==> src/rtl/assert_macros.svh <==
// Assertion macros used by the hash engine top level.
`ifndef ASSERT_MACROS_SVH
`define ASSERT_MACROS_SVH
`ifndef SYNTHESIS
`define ASSERT_CLK(label, clk, rst, prop, msg) \
  label: assert property (@(posedge clk) disable iff (rst) (prop)) else $error(msg);
`define ASSERT_NEVER(label, clk, rst, cond, msg) \
  label: assert property (@(posedge clk) disable iff (rst) !(cond)) else $error(msg);
`else
`define ASSERT_CLK(label, clk, rst, prop, msg)
`define ASSERT_NEVER(label, clk, rst, cond, msg)
`endif
`endif

==> src/rtl/sha_pkg.sv <==
// Types, constants and round functions of the SHA-512/384 engine.
package sha_pkg;
  typedef logic [63:0] word_t;

  typedef struct packed {
    logic       fin;
    logic [7:0] data;
  } item_t;

  typedef enum logic [2:0] {
    B_IDLE, B_LOAD, B_ROUND, B_ADD, B_PADZ, B_EMIT
  } bstate_t;

  localparam int BlockLen = 128;
  localparam int Rounds = 80;
  localparam logic [7:0] PadByte = 8'h80;

  function automatic word_t round_k(input logic [6:0] t);
    word_t k [0:79];
    k = '{
      64'h428a2f98d728ae22, 64'h7137449123ef65cd, 64'hb5c0fbcfec4d3b2f, 64'he9b5dba58189dbbc,
      64'h3956c25bf348b538, 64'h59f111f1b605d019, 64'h923f82a4af194f9b, 64'hab1c5ed5da6d8118,
      64'hd807aa98a3030242, 64'h12835b0145706fbe, 64'h243185be4ee4b28c, 64'h550c7dc3d5ffb4e2,
      64'h72be5d74f27b896f, 64'h80deb1fe3b1696b1, 64'h9bdc06a725c71235, 64'hc19bf174cf692694,
      64'he49b69c19ef14ad2, 64'hefbe4786384f25e3, 64'h0fc19dc68b8cd5b5, 64'h240ca1cc77ac9c65,
      64'h2de92c6f592b0275, 64'h4a7484aa6ea6e483, 64'h5cb0a9dcbd41fbd4, 64'h76f988da831153b5,
      64'h983e5152ee66dfab, 64'ha831c66d2db43210, 64'hb00327c898fb213f, 64'hbf597fc7beef0ee4,
      64'hc6e00bf33da88fc2, 64'hd5a79147930aa725, 64'h06ca6351e003826f, 64'h142929670a0e6e70,
      64'h27b70a8546d22ffc, 64'h2e1b21385c26c926, 64'h4d2c6dfc5ac42aed, 64'h53380d139d95b3df,
      64'h650a73548baf63de, 64'h766a0abb3c77b2a8, 64'h81c2c92e47edaee6, 64'h92722c851482353b,
      64'ha2bfe8a14cf10364, 64'ha81a664bbc423001, 64'hc24b8b70d0f89791, 64'hc76c51a30654be30,
      64'hd192e819d6ef5218, 64'hd69906245565a910, 64'hf40e35855771202a, 64'h106aa07032bbd1b8,
      64'h19a4c116b8d2d0c8, 64'h1e376c085141ab53, 64'h2748774cdf8eeb99, 64'h34b0bcb5e19b48a8,
      64'h391c0cb3c5c95a63, 64'h4ed8aa4ae3418acb, 64'h5b9cca4f7763e373, 64'h682e6ff3d6b2b8a3,
      64'h748f82ee5defb2fc, 64'h78a5636f43172f60, 64'h84c87814a1f0ab72, 64'h8cc702081a6439ec,
      64'h90befffa23631e28, 64'ha4506cebde82bde9, 64'hbef9a3f7b2c67915, 64'hc67178f2e372532b,
      64'hca273eceea26619c, 64'hd186b8c721c0c207, 64'heada7dd6cde0eb1e, 64'hf57d4f7fee6ed178,
      64'h06f067aa72176fba, 64'h0a637dc5a2c898a6, 64'h113f9804bef90dae, 64'h1b710b35131c471b,
      64'h28db77f523047d84, 64'h32caab7b40c72493, 64'h3c9ebe0a15c9bebc, 64'h431d67c49c100d4c,
      64'h4cc5d4becb3e42b6, 64'h597f299cfc657e2a, 64'h5fcb6fab3ad6faec, 64'h6c44198c4a475817};
    return k[t];
  endfunction

  function automatic word_t init_value(input logic mode, input logic [2:0] i);
    word_t a [0:7];
    word_t b [0:7];
    a = '{64'h6a09e667f3bcc908, 64'hbb67ae8584caa73b, 64'h3c6ef372fe94f82b,
          64'ha54ff53a5f1d36f1, 64'h510e527fade682d1, 64'h9b05688c2b3e6c1f,
          64'h1f83d9abfb41bd6b, 64'h5be0cd19137e2179};
    b = '{64'hcbbb9d5dc1059ed8, 64'h629a292a367cd507, 64'h9159015a3070dd17,
          64'h152fecd8f70e5939, 64'h67332667ffc00b31, 64'h8eb44a8768581511,
          64'hdb0c2e0d64f98fa7, 64'h47b5481dbefa4fa4};
    return mode ? b[i] : a[i];
  endfunction

  function automatic word_t rotr(input word_t x, input int n);
    return (x >> n) | (x << (64 - n));
  endfunction
endpackage

==> src/rtl/sha_front.sv <==
// Input queue that holds accepted beats until the compression side takes them.
module sha_front #(
  parameter int Depth = 4
) (
  input  logic           clk,
  input  logic           rst,
  input  logic           in_valid,
  output logic           in_ready,
  input  sha_pkg::item_t in_item,
  output logic           q_valid,
  input  logic           q_ready,
  output sha_pkg::item_t q_item
);
  localparam int Aw = $clog2(Depth);
  sha_pkg::item_t mem [Depth];
  logic [Aw-1:0] wr_ptr, rd_ptr;
  logic [Aw:0] count;
  logic push, pop;

  assign in_ready = count != Depth[Aw:0];
  assign q_valid  = count != '0;
  assign q_item   = mem[rd_ptr];
  assign push = in_valid && in_ready;
  assign pop  = q_valid && q_ready;

  always_ff @(posedge clk) begin
    if (rst) begin
      wr_ptr <= '0;
      rd_ptr <= '0;
      count  <= '0;
    end else begin
      if (push) wr_ptr <= (wr_ptr == Aw'(Depth - 1)) ? '0 : wr_ptr + 1'b1;
      if (pop) rd_ptr <= (rd_ptr == Aw'(Depth - 1)) ? '0 : rd_ptr + 1'b1;
      count <= count + (Aw+1)'(push) - (Aw+1)'(pop);
    end
  end

  always_ff @(posedge clk) begin
    if (push) mem[wr_ptr] <= in_item;
  end
endmodule

==> config.mk <==
export PLATFORM = sky130hd
export DESIGN_NAME = sha_front
export DESIGN_NICKNAME = d
export VERILOG_FILES = /design/src/rtl/assert_macros.svh /design/src/rtl/sha_pkg.sv /design/src/rtl/sha_front.sv
export SDC_FILE = /design/constraint.sdc
export NUM_CORES = 1
export LEC_CHECK = 0
export ABC_AREA = 0
export BUFFER_PORTS_ARGS = -buffer_cell sky130_fd_sc_hd__buf_4
export CORE_ASPECT_RATIO = 0.6
export CORE_UTILIZATION = 55
export CTS_CLUSTER_DIAMETER = 60
export DETAILED_ROUTE_END_ITERATION = 7
export PLACE_DENSITY = 0.79
export SLEW_MARGIN = 20
export SYNTH_ARGS = -nofsm -noshare
export SYNTH_HDL_FRONTEND = slang
export SYNTH_SLANG_ARGS = --single-unit
==> constraint.sdc <==
create_clock -name clk -period 3.02 [get_ports clk]
set_input_delay 0.453 -clock clk [delete_from_list [all_inputs] [get_ports clk]]
set_output_delay 0.453 -clock clk [all_outputs]
set_load 0.02 [all_outputs]
Word-level counts from Yosys, hierarchy flattened. Memory sizes are Yosys's and may differ from the RTL's. A register that Yosys moved wholly into a read port is not among the register bits. Index checks and enable logic that the tools add are counted.

Bits in registers: 7. Bits in writable memories: 36. Output and inout bits: 11. Logic and storage cells: 20. Memories: 1.

Memories: mem (words 4, width 9, rd ports 1, clocked after Yosys merged registers in 1, write ports 1, RTL line sha_front.sv:15) `sha_pkg::item_t mem [Depth];`.

Add/sub/neg operators: 4. Equal/unequal tests: 3. Mux-type cells: 6. Reduce and logical (&&, ||, !) cells: 3.

Operators by type and width (number): two-way mux 2 bit (4); adder 2 x 1 -> 2 bit (second input constant) (2); equality test 2 bit (second input constant) (2); adder 3 x 1 -> 3 bit (1); inequality test 3 bit (second input constant) (1); nonzero test 3 bit (1); subtractor 3 x 1 -> 3 bit (1); logical AND 1 bit (2); two-way mux 1 bit (2).

Longest topological paths before layout. Gate-level depths: netlist of run 1.

Depth after elaboration: 4. Mapped depth: 11.

Worst setup path before layout of run 1. Ideal clock, no wire load.

Path type: flip-flop to flip-flop. Start: register count[1]. End: register count[2]. Library setup time: 0.078 ns. Data arrival time: 2.192 ns. Data required time: 2.942 ns. Slack: 0.750 ns. Stages on the path, launching flop included: 12. Path buffers: 1. Period minus slack after synthesis: 2.270 ns. Cells stage by stage: dfxtp_1 or3b_1 buf_6 nand2_1 ha_1 inv_1 ha_1 inv_1 fa_1 xor2_1 and2_2 nor3_1.

Cells in the longest elaborated chain, start to end: 4. Elaborated cells on any way between the ends: 6.

Ends and longest elaborated chain: from (decl) (RTL line sha_front.sv:17) `logic [Aw:0] count;`; from (signal assigned) (RTL line sha_front.sv:34) `count <= count + (Aw+1)'(push) - (Aw+1)'(pop);`; inequality test 3 bit (RTL line sha_front.sv:20) `assign in_ready = count != Depth[Aw:0];`; via in_ready (RTL line sha_front.sv:8) `output logic in_ready,`; logical AND 1 bit (RTL line sha_front.sv:23) `assign push = in_valid && in_ready;`; adder 3 x 1 -> 3 bit (RTL line sha_front.sv:34); subtractor 3 x 1 -> 3 bit (RTL line sha_front.sv:34).

The timed path passes the listed nets, and every way through them passes these cells. A chain may end at the register's enable or synchronous reset.

Worst setup path after layout of run 1.
Start: register count[1]. End: register count[2].

Cells in the longest elaborated chain, start to end: 4. Elaborated cells on any way between the ends: 6.

Ends and longest elaborated chain (RTL line): inequality test 3 bit (sha_front.sv:20); logical AND 1 bit (sha_front.sv:23); adder 3 x 1 -> 3 bit (sha_front.sv:34); subtractor 3 x 1 -> 3 bit (*) (sha_front.sv:34).

Every way passes the cells marked *; elsewhere a longest branch is shown, timed or not.

==> reports/qor.yml, run 1 <==
yosysSeqAreaShare_pct: 71.0
crit_path_end_kind: "register"
tightestPinTransition_ns: 0.609
power_frac_seq_pct: 48.1
final.setup_skew_ns: 0.00284
final_common_cell: "edfxtp_1"
path_class: "register to register"
critPathLaunch: "count[1]"
min_from: "in_item[6]"
hold_class: "input port to register"
status: "completed"
areaGrowthSynthToFinish_pct: 17.3
final_cell_mix: "edfxtp_1, buf_4, mux4_2, dfxtp_1, ha_1"
wl_per_cell_um: 16.6
grt_max_degree: 14
cp_max_fo: 8
slew-limit-headroom_pct: 59.3
grt_pass1_wl_mm: 4.20
cts_hold_buf: 0
core_um2: 2970
synth_nets: 117
dpl.cell_count: 157
multi_input_area_um2: 472
globalplace.congestion: 0.790
die_h_um: 46.0
htree_levels: 2
tritoncts: "yes"
hpwl_mm: 1.93
diodes: 0
cap_viol_max_count: 0
tns_ns: 0
drt_iter0_drc: 15
ff_latch_area_um2: 1260
design.die.area_um2: 3470
clkPwrFrac_pct: 24.6
path_cells: "or3b_1 > nand2_1 > ha_1 > inv_1 > ha_1 > inv_1 > fa_1 > xor2_1 > and2_2 > nor3_1"
slew_viol_final: 0
drive_above_1_share_pct: 35.8
cpPeakStageDelay_ns: 0.52
via_per_inst: 5.36
p_leak_nw: 0.775
fin_cells: 165
ios: 24
pwr-share-comb_pct: 27.4
slowest_stage: "or3b_1"
antenna_found_initial: 0
cts_setup_buffers: 0
r2r_start: "count[1]"
grt.total_usage_pct: 18.7
gr-total-overflow: 0
rsz0062_at_grt: "no"
switching_share_pct: 28.1
hold_violations: 0
intPower_w: 0.00125
ant_nets: 0
ir_drop_mv: 0.644
clock_sinks: 45
vias: 885
die_w_um: 75.4
synth.avg_cell_area_um2: 18.5
finalCriticalPeriod_ns: 2.48
setup_viol: 0
yosysWarnings: 0
finalCritPeriodShare_pct: 82.1
fmax_mhz: 403
crit_arrival_ns: 2.69
num_rows: 15
power_switching_w: 0.000488
crit_required_ns: 3.23
io_buffers: 23
synth_seq_cells: 45
start_util_pct: 59.9
syn_area_um2: 1780
ys_types: 26
setup.worst_path.start_class: "register"
clk_pin_slew_ns: 0.08
cts_buffers: 5
first_pass_iters: 4
drt-total-wl_mm: 2.74
grt_pass1_vias: 868
num-fill-cells: 214
p_per_area_nw_per_um2: 832
cts.repair.resized: 0
synth_cells: 96
drc_errors: 0
cts-root-buf: "clkbuf_8"
clk_latency_ns: 0.29
clock_path_buffers: 2
nets: 143
## Yosys cell counts
master	count	area share (%)
and3_2	4	1.7
or3b_1	1	0.49
o21ai_0	2	0.56
nor3_1	1	0.28
o31ai_1	1	0.42
nor2b_1	1	0.35
mux2i_1	1	0.56
buf_6	1	0.63
dfxtp_1	9	10
or3_2	1	0.42
edfxtp_1	36	61
buf_2	1	0.28
a21oi_1	1	0.28
inv_1	5	1.1
a211o_1	2	0.99
nand2b_1	1	0.35
and2_2	1	0.42
ha_1	7	4.9
fa_1	1	1.1
xor2_1	1	0.49
clkbuf_1	1	0.21
or3_1	2	0.70
nor2_1	3	0.63
mux4_2	9	11
buf_1	1	0.21
nand2_1	2	0.42
## state kept, by name, indices dropped and copies added, names as in the netlist, named ones only
register  flops
count         3
mem          36
rd_ptr        2
wr_ptr        2
## metrics by stage
step,area (µm²),util (%),worst slack [ns],hold slack [ns],total power (W)
floorplan,1780,-,0.750,0.463,0.00116
global placement,1980,66.7,0.686,0.481,0.00131
detailed placement,1980,66.7,0.549,0.488,0.00133
CTS,2080,70.3,0.532,0.351,0.00175
global route,2080,70.3,0.389,0.349,0.00183
finish,2080,70.3,0.540,0.361,0.00173
## cells by family (layout without fill, tap and decap cells)
family          after synthesis  count (layout)  synth area share [%]
buf+inv                       9              36                  2.40
compound gates                6               6                  2.26
xor+xnor                      1               1                 0.493
flops                        45              45                  71.0
fa+ha+maj                     8               8                  6.06
simple gates                 17              17                  5.78
mux                          10              10                  12.0
## power by group through the flow
stage | Combinational [W] | Sequential (W) | Clock (W)
final | 0.000475 | 0.000833 | 0.000426
after global routing | 0.000518 | 0.000849 | 0.000460
after CTS | 0.000479 | 0.000837 | 0.000437
after detailed placement | 0.000476 | 0.000851 | 0
after global placement | 0.000464 | 0.000843 | 0
after floorplan | 0.000354 | 0.000805 | 0
## worst max-delay path, delay by kind of cell, from the launching register on
kind / cells / cell delay (ns)
AND/OR/NAND/NOR: 4 / 1.02
flip-flops: 1 / 0.36
XOR/XNOR: 1 / 0.17
adder cells (fa/ha/maj): 3 / 0.74
buffers and inverters: 2 / 0.10
## routing by layer
layer | GRT usage (%) | part of all wire (%)
met4 | 7.78 | 0.84
met3 | 6.86 | 4.4
met2 | 28.7 | 47
met1 | 24.5 | 48
met5 | 0 | 0
## layout make-up
| type | count | share of cell area (%) |
|---|---|---|
| timing repair buffer | 23 | 8.29 |
| sequential | 45 | 60.5 |
| inverter | 5 | 0.901 |
| multi-input combinational | 42 | 22.6 |
| tap | 42 | 2.52 |
| clock inverter | 2 | 1.62 |
| clock buffer | 6 | 3.48 |
## path summary, 6_finish.rpt
check / to / slack [ns] / depth (start not counted)
hold / removal: mem[3][6] / 0.36 / 1
setup / recovery: count[2] / 0.54 / 10
hold reg to reg: register / 0.50 / 2
setup reg to reg: count[2] / 0.54 / 10
Power figures use the tool's default switching activity.
==> run 2: changes to the inputs <==
--- a/config.mk
+++ b/config.mk
@@ -8,10 +8,10 @@
 export ABC_AREA = 0
 export BUFFER_PORTS_ARGS = -buffer_cell sky130_fd_sc_hd__buf_4
 export CORE_ASPECT_RATIO = 0.6
-export CORE_UTILIZATION = 55
+export CORE_UTILIZATION = 50
 export CTS_CLUSTER_DIAMETER = 60
 export DETAILED_ROUTE_END_ITERATION = 7
-export PLACE_DENSITY = 0.79
+export PLACE_DENSITY = 0.76
 export SLEW_MARGIN = 20
 export SYNTH_ARGS = -nofsm -noshare
 export SYNTH_HDL_FRONTEND = slang
==> constraint.sdc (replaced) <==
create_clock -name clk -period 2.05 [get_ports clk]
set_input_delay 0.3075 -clock clk [delete_from_list [all_inputs] [get_ports clk]]
set_output_delay 0.3075 -clock clk [all_outputs]
set_load 0.02 [all_outputs]
==> run 2 against run 1 <==
Net effect:
- the flow now finishes with violations (setup timing)
- first-iteration DRC count rose to 3.4 times the previous value
- sequential share of layout area down 3.6 points
- combinational power up 99%
- final cell count up 7.9%
- die area up 9.6%
- critical path depth unchanged
- hold slack worse by 0.15 ns
- sequential power up 44%
- critical endpoint unchanged
- register-to-register slack worse by 0.71 ns
- cell area up 6.6%
- non-clock buffer count up 10
==> reports/qor.yml, run 2 (synthesis results as in run 1) <==
status: "finished, violations left"
num-fill-cells: 236  # +10%
final_cell_mix: "edfxtp_1, buf_4, mux4_2"
drt_iter0_drc: 51  # +36
setup_ws_ns: -0.168  # -0.708 ns
clock_path_buffers: 2  # unchanged
diodes: 0  # unchanged
path_class: "register to register"
grt.total_usage_pct: 18.3  # -0.41 points
dpl_cell_area_um2: 2040  # +3.2%
globalplace.congestion: 0.795  # +0.70%
core_um2: 3320  # +12%
nets: 153  # +7.0%
via_per_inst: 5.34  # -0.39%
htree_levels: 2  # unchanged
cp_max_fo: 4  # -4
ff_latch_area_um2: 1260  # +0.30%
cap_viol_max_count: 0  # unchanged
cts_hold_buf: 0  # unchanged
slew-limit-headroom_pct: 67.4  # +8.1 points
largest_reg_flops: 36  # unchanged
first_pass_iters: 4  # unchanged
gr-total-overflow: 0  # unchanged
die_h_um: 48.2  # +4.7%
final_common_cell: "edfxtp_1"
tns_ns: -0.168  # -0.168 ns
hold_violations: 0  # unchanged
design.die.area_um2: 3800  # +9.6%
crit_path_end_kind: "register"
regToRegSetupSlack_ns: -0.17  # -0.71 ns
cp_num_buf_inv: 2  # unchanged
clk_pin_slew_ns: 0.08  # about the same
cts_buffers: 5  # unchanged
slew_viol_final: 0  # unchanged
grt_max_degree: 14  # unchanged
ant_nets: 0  # unchanged
ios: 24  # unchanged
setup.worst_path.start_class: "register"
design_area_um2: 2220  # +6.6%
grt_pass1_vias: 958  # +10%
path_cells: "or3b_4 > nand2_4 > ha_4 > inv_2 > ha_4 > inv_2 > fa_2 > xor2_2 > and2_4 > nor3_4"
drt-total-wl_mm: 3.13  # +14%
tightestPinTransition_ns: 0.488  # -0.121 ns
cpPeakStageDelay_ns: 0.41  # -0.11 ns
hold_class: "input port to register"
areaGrowthSynthToFinish_pct: 25.1
tritoncts: "yes"
setup_viol: 1  # +1
final.setup_skew_ns: 0.00343  # +0.000596 ns
dpl.cell_count: 167  # +6.4%
die_w_um: 78.9  # +4.8%
regMostFlops: "mem"
rsz0062_at_grt: "yes"
antenna_found_initial: 0  # unchanged
clk_latency_ns: 0.29  # about the same
num_rows: 16  # +1
cpLargestDelayFamily: "simple AND/OR/NAND/NOR gates"
multi_input_area_um2: 532  # +13%
cts-root-buf: "clkbuf_8"
drive_above_1_share_pct: 51.9  # +16 points
ir_drop_mv: 0.638  # -0.85%
io_buffers: 23  # unchanged
finalCriticalPeriod_ns: 2.22  # -0.262 ns
p_per_area_nw_per_um2: 1230  # +48%
crit_arrival_ns: 2.40  # -0.29 ns
p_leak_nw: 0.832  # +7.4%
finalCritPeriodShare_pct: 108  # +26 points
p_total_w: 0.00273  # +57%
start_util_pct: 53.4  # -6.4 points
violations: "setup timing"
pre_cts_slack_ns: -0.187  # -0.737 ns
fin_cells: 178  # +7.9%
slowest_stage: "or3b_4"
fmax_mhz: 451  # +12%
grt_pass1_wl_mm: 4.64  # +11%
vias: 951  # +7.5%
clock_sinks: 45  # unchanged
top_regs: "mem: 36 flops, count: 3 flops"
crit_required_ns: 2.23  # -1.00 ns
drc_errors: 0  # unchanged
hpwl_mm: 2.08  # +8.1%
wl_per_cell_um: 17.6  # +5.9%
[run 2: changes by cell type in the layout (fill, tap and decap cells not counted), sizes merged]
cell,delta
buf,+10
bufinv,-1
clkbuf,+1
[run 2: layout make-up]
type                    instances  area share (%)
flip-flops and latches         45            57.0
multi-input cells              42            23.9
repair buffers                 33            11.2
clock buffers                   7            4.34
well taps                      45            2.54
inverters                       5           0.845
clock inverters                 1           0.225
[run 2: worst paths after layout]
| check | from | endpoint | cells after the start |
|---|---|---|---|
| max reg2reg | count[2] | count[2] | 10 |
| min reg2reg | rd_ptr[0] | rd_ptr[0] | 2 |
| max | count[2] | count[2] | 10 |
| min | in_item[2] | mem[1][2] | 1 |
[run 2: repair_timing]
action / in CTS / in global routing
setup buffers: 2 / 1
setup endpoints to repair: 1 / 2
pin swaps: 4 / 5
gates resized for setup: 6 / 7
[run 2: routing by layer]
layer  vias to the layer above  routed length, µm  GRT usage, %
met3                        10                153          5.61
met4                         0                 78          10.2
met5                         -                  0             0
li1                        437                  -             -
met1                       473               1440          22.3
met2                        31               1450          31.0
[run 2: through the flow]
step	utilization, %	hold slack, ns
3_3_place_gp	61.4	0.483
5_1_grt	66.8	0.201
4_1_cts	65.3	0.211
2_1_floorplan	-	0.406
3_5_place_dp	61.4	0.494
6_report	66.8	0.212
[run 2: power breakdown]
group	internal, W	switching [W]	leakage [nW]
combinational	0.000476	0.000467	0.373
sequential	0.00113	0.0000717	0.405
clock	0.000305	0.000279	0.0542
==> run 3: changes to the inputs <==
--- a/config.mk
+++ b/config.mk
@@ -11,7 +11,7 @@
 export CORE_UTILIZATION = 50
 export CTS_CLUSTER_DIAMETER = 60
 export DETAILED_ROUTE_END_ITERATION = 7
-export PLACE_DENSITY = 0.76
+export PLACE_DENSITY = 0.81
 export SLEW_MARGIN = 20
 export SYNTH_ARGS = -nofsm -noshare
 export SYNTH_HDL_FRONTEND = slang
==> run 3 against run 2 <==
Net effect:
- the flow still finishes with violations (setup timing)
- final cell count down 1.7%
- largest power group unchanged
- hold slack better by 0.0025 ns
- worst setup slack better by 0.066 ns
- first-iteration DRC count down 37%
- count of clock-buffer cells in the layout down 1
- fmax up 3.1%
==> reports/qor.yml, run 3 (synthesis results as in run 1) <==
status: "finished, violations left"
violations: "setup timing"
ff2ff_path_depth: 10  # unchanged
core_um2: 3320  # unchanged
setup.worst_path.start_class: "register"
num_rows: 16  # unchanged
crit_required_ns: 2.27  # +0.04 ns
fin_cells: 175  # -1.7%
cts_hold_buf: 0  # unchanged
die_h_um: 48.2  # unchanged
path_class: "register to register"
drt_iter0_drc: 32  # -37%
drt-total-wl_mm: 2.96  # -5.4%
grt_pass1_wl_mm: 4.39  # -5.3%
regToRegSetupSlack_ns: -0.10  # +0.07 ns
htree_levels: 2  # unchanged
rsz0062_at_grt: "yes"
hold_end: "mem[3][2]"
finalCriticalPeriod_ns: 2.15  # -0.0658 ns
tns_ns: -0.102  # +0.0658 ns
largest_reg_flops: 36  # unchanged
r2r_start: "count[0]"
slew_viol_final: 0  # unchanged
via_per_inst: 5.30  # -0.75%
setup_ws_ns: -0.102  # +0.0658 ns
dpl_cell_area_um2: 2040  # unchanged
r2r_end: "count[2]"
cts_buffers: 5  # unchanged
tightestPinTransition_ns: 0.476  # -0.0129 ns
design.die.area_um2: 3800  # unchanged
hold_path_depth: 1  # unchanged
final.setup_skew_ns: 0.00426  # +0.000829 ns
final_cell_mix: "edfxtp_1, buf_4, mux4_2"
setup_viol: 1  # unchanged
ant_nets: 0  # unchanged
grt_max_degree: 14  # unchanged
drive_above_1_share_pct: 46.9  # -5.0 points
ir_drop_mv: 0.533  # -16%
clk_pin_slew_ns: 0.08  # about the same
final_common_cell: "edfxtp_1"
areaGrowthSynthToFinish_pct: 21.1
gr-total-overflow: 0  # unchanged
crit_arrival_ns: 2.37  # -0.03 ns
die_w_um: 78.9  # unchanged
diodes: 0  # unchanged
min_from: "in_item[2]"
tritoncts: "yes"
drc_errors: 0  # unchanged
crit_path_end_kind: "register"
pre_cts_slack_ns: -0.170  # +0.0172 ns
first_pass_iters: 4  # unchanged
start_util_pct: 53.4  # unchanged
clock_sinks: 45  # unchanged
io_buffers: 23  # unchanged
p_leak_nw: 0.807  # -3.0%
slew-limit-headroom_pct: 68.3  # +0.86 points
clock_path_buffers: 2  # unchanged
cap_viol_max_count: 0  # unchanged
grt.total_usage_pct: 17.9  # -0.39 points
wl_per_cell_um: 16.9  # -3.8%
regMostFlops: "mem"
cp_max_fo: 3  # -1
globalplace.congestion: 0.713  # -10%
top_regs: "mem: 36 flops, count: 3 flops"
vias: 928  # -2.4%
finalCritPeriodShare_pct: 105  # -3.2 points
p_per_area_nw_per_um2: 1190  # -3.0%
ios: 24  # unchanged
antenna_found_initial: 0  # unchanged
fmax_mhz: 465  # +3.1%
dpl.cell_count: 167  # unchanged
clk_latency_ns: 0.29  # about the same
hold_violations: 0  # unchanged
hold_class: "input port to register"
cts-root-buf: "clkbuf_8"
nets: 150  # -2.0%
design_area_um2: 2150  # -3.2%
hpwl_mm: 2.04  # -1.9%
grt_pass1_vias: 873  # -8.9%
hold_slack_ns: 0.215  # +0.00252 ns
## run 3: cell types whose count changed in the layout (fill, tap and decap cells not counted), moves of 2 or more
cell / change
ha_1: +2
inv_2: -2
inv_1: +2
ha_4: -2
buf_4: -3
clkbuf_8: -2
## run 3: worst max path at each step
stage | startpoint | to | slack [ns]
floorplan | count[1] | count[2] | -0.12
global placement | count[0] | count[2] | -0.02
detailed placement | count[0] | count[2] | -0.17
CTS | count[0] | count[2] | -0.08
global route | count[0] | count[2] | -0.22
finish | count[0] | count[2] | -0.10
## run 3: power by group
group	leakage, nW	switching [W]	total (W)	internal [W]
Clock	0.0450	0.000273	0.000509	0.000236
Combinational	0.357	0.000429	0.000860	0.000431
Sequential	0.405	0.0000647	0.00120	0.00113
## run 3: worst max-delay path, stage by stage, from the launching register on
cell	delay, ns
dfxtp_2	0.34
or3b_4	0.40
nand2_2	0.09
ha_1	0.22
inv_1	0.06
ha_1	0.13
inv_1	0.05
fa_2	0.35
xor2_2	0.16
and2_4	0.17
nor3_4	0.10
## run 3: layout make-up
cell class / instances / area (µm²)
fill: 252 / 1170
clock buffer: 6 / 72.6
timing repair buffer: 30 / 225
tap: 45 / 56.3
clock inverter: 2 / 10.0
sequential: 45 / 1260
multi-input combinational: 42 / 502
inverter: 5 / 18.8
## run 3: per-layer routing
layer	global-route usage (%)	up-vias	routed length [µm]
li1	-	435	-
met2	28.5	23	1470
met5	0	-	0
met1	22.3	465	1290
met3	6.73	5	149
met4	9.82	0	46
## run 3: repair_timing
action | CTS | global route
pin swaps | 0 | 0
gates resized for setup | 4 | 3
buffers inserted | 0 | 0
setup endpoints to repair | 1 | 1
cloned | 0 | 0
## run 3: per-stage QoR
step                utilization (%)  total power (W)
finish                         64.7          0.00256
floorplan                         -          0.00171
global route                   64.7          0.00270
CTS                            64.2          0.00256
detailed placement             61.4          0.00203
global placement               61.4          0.00199
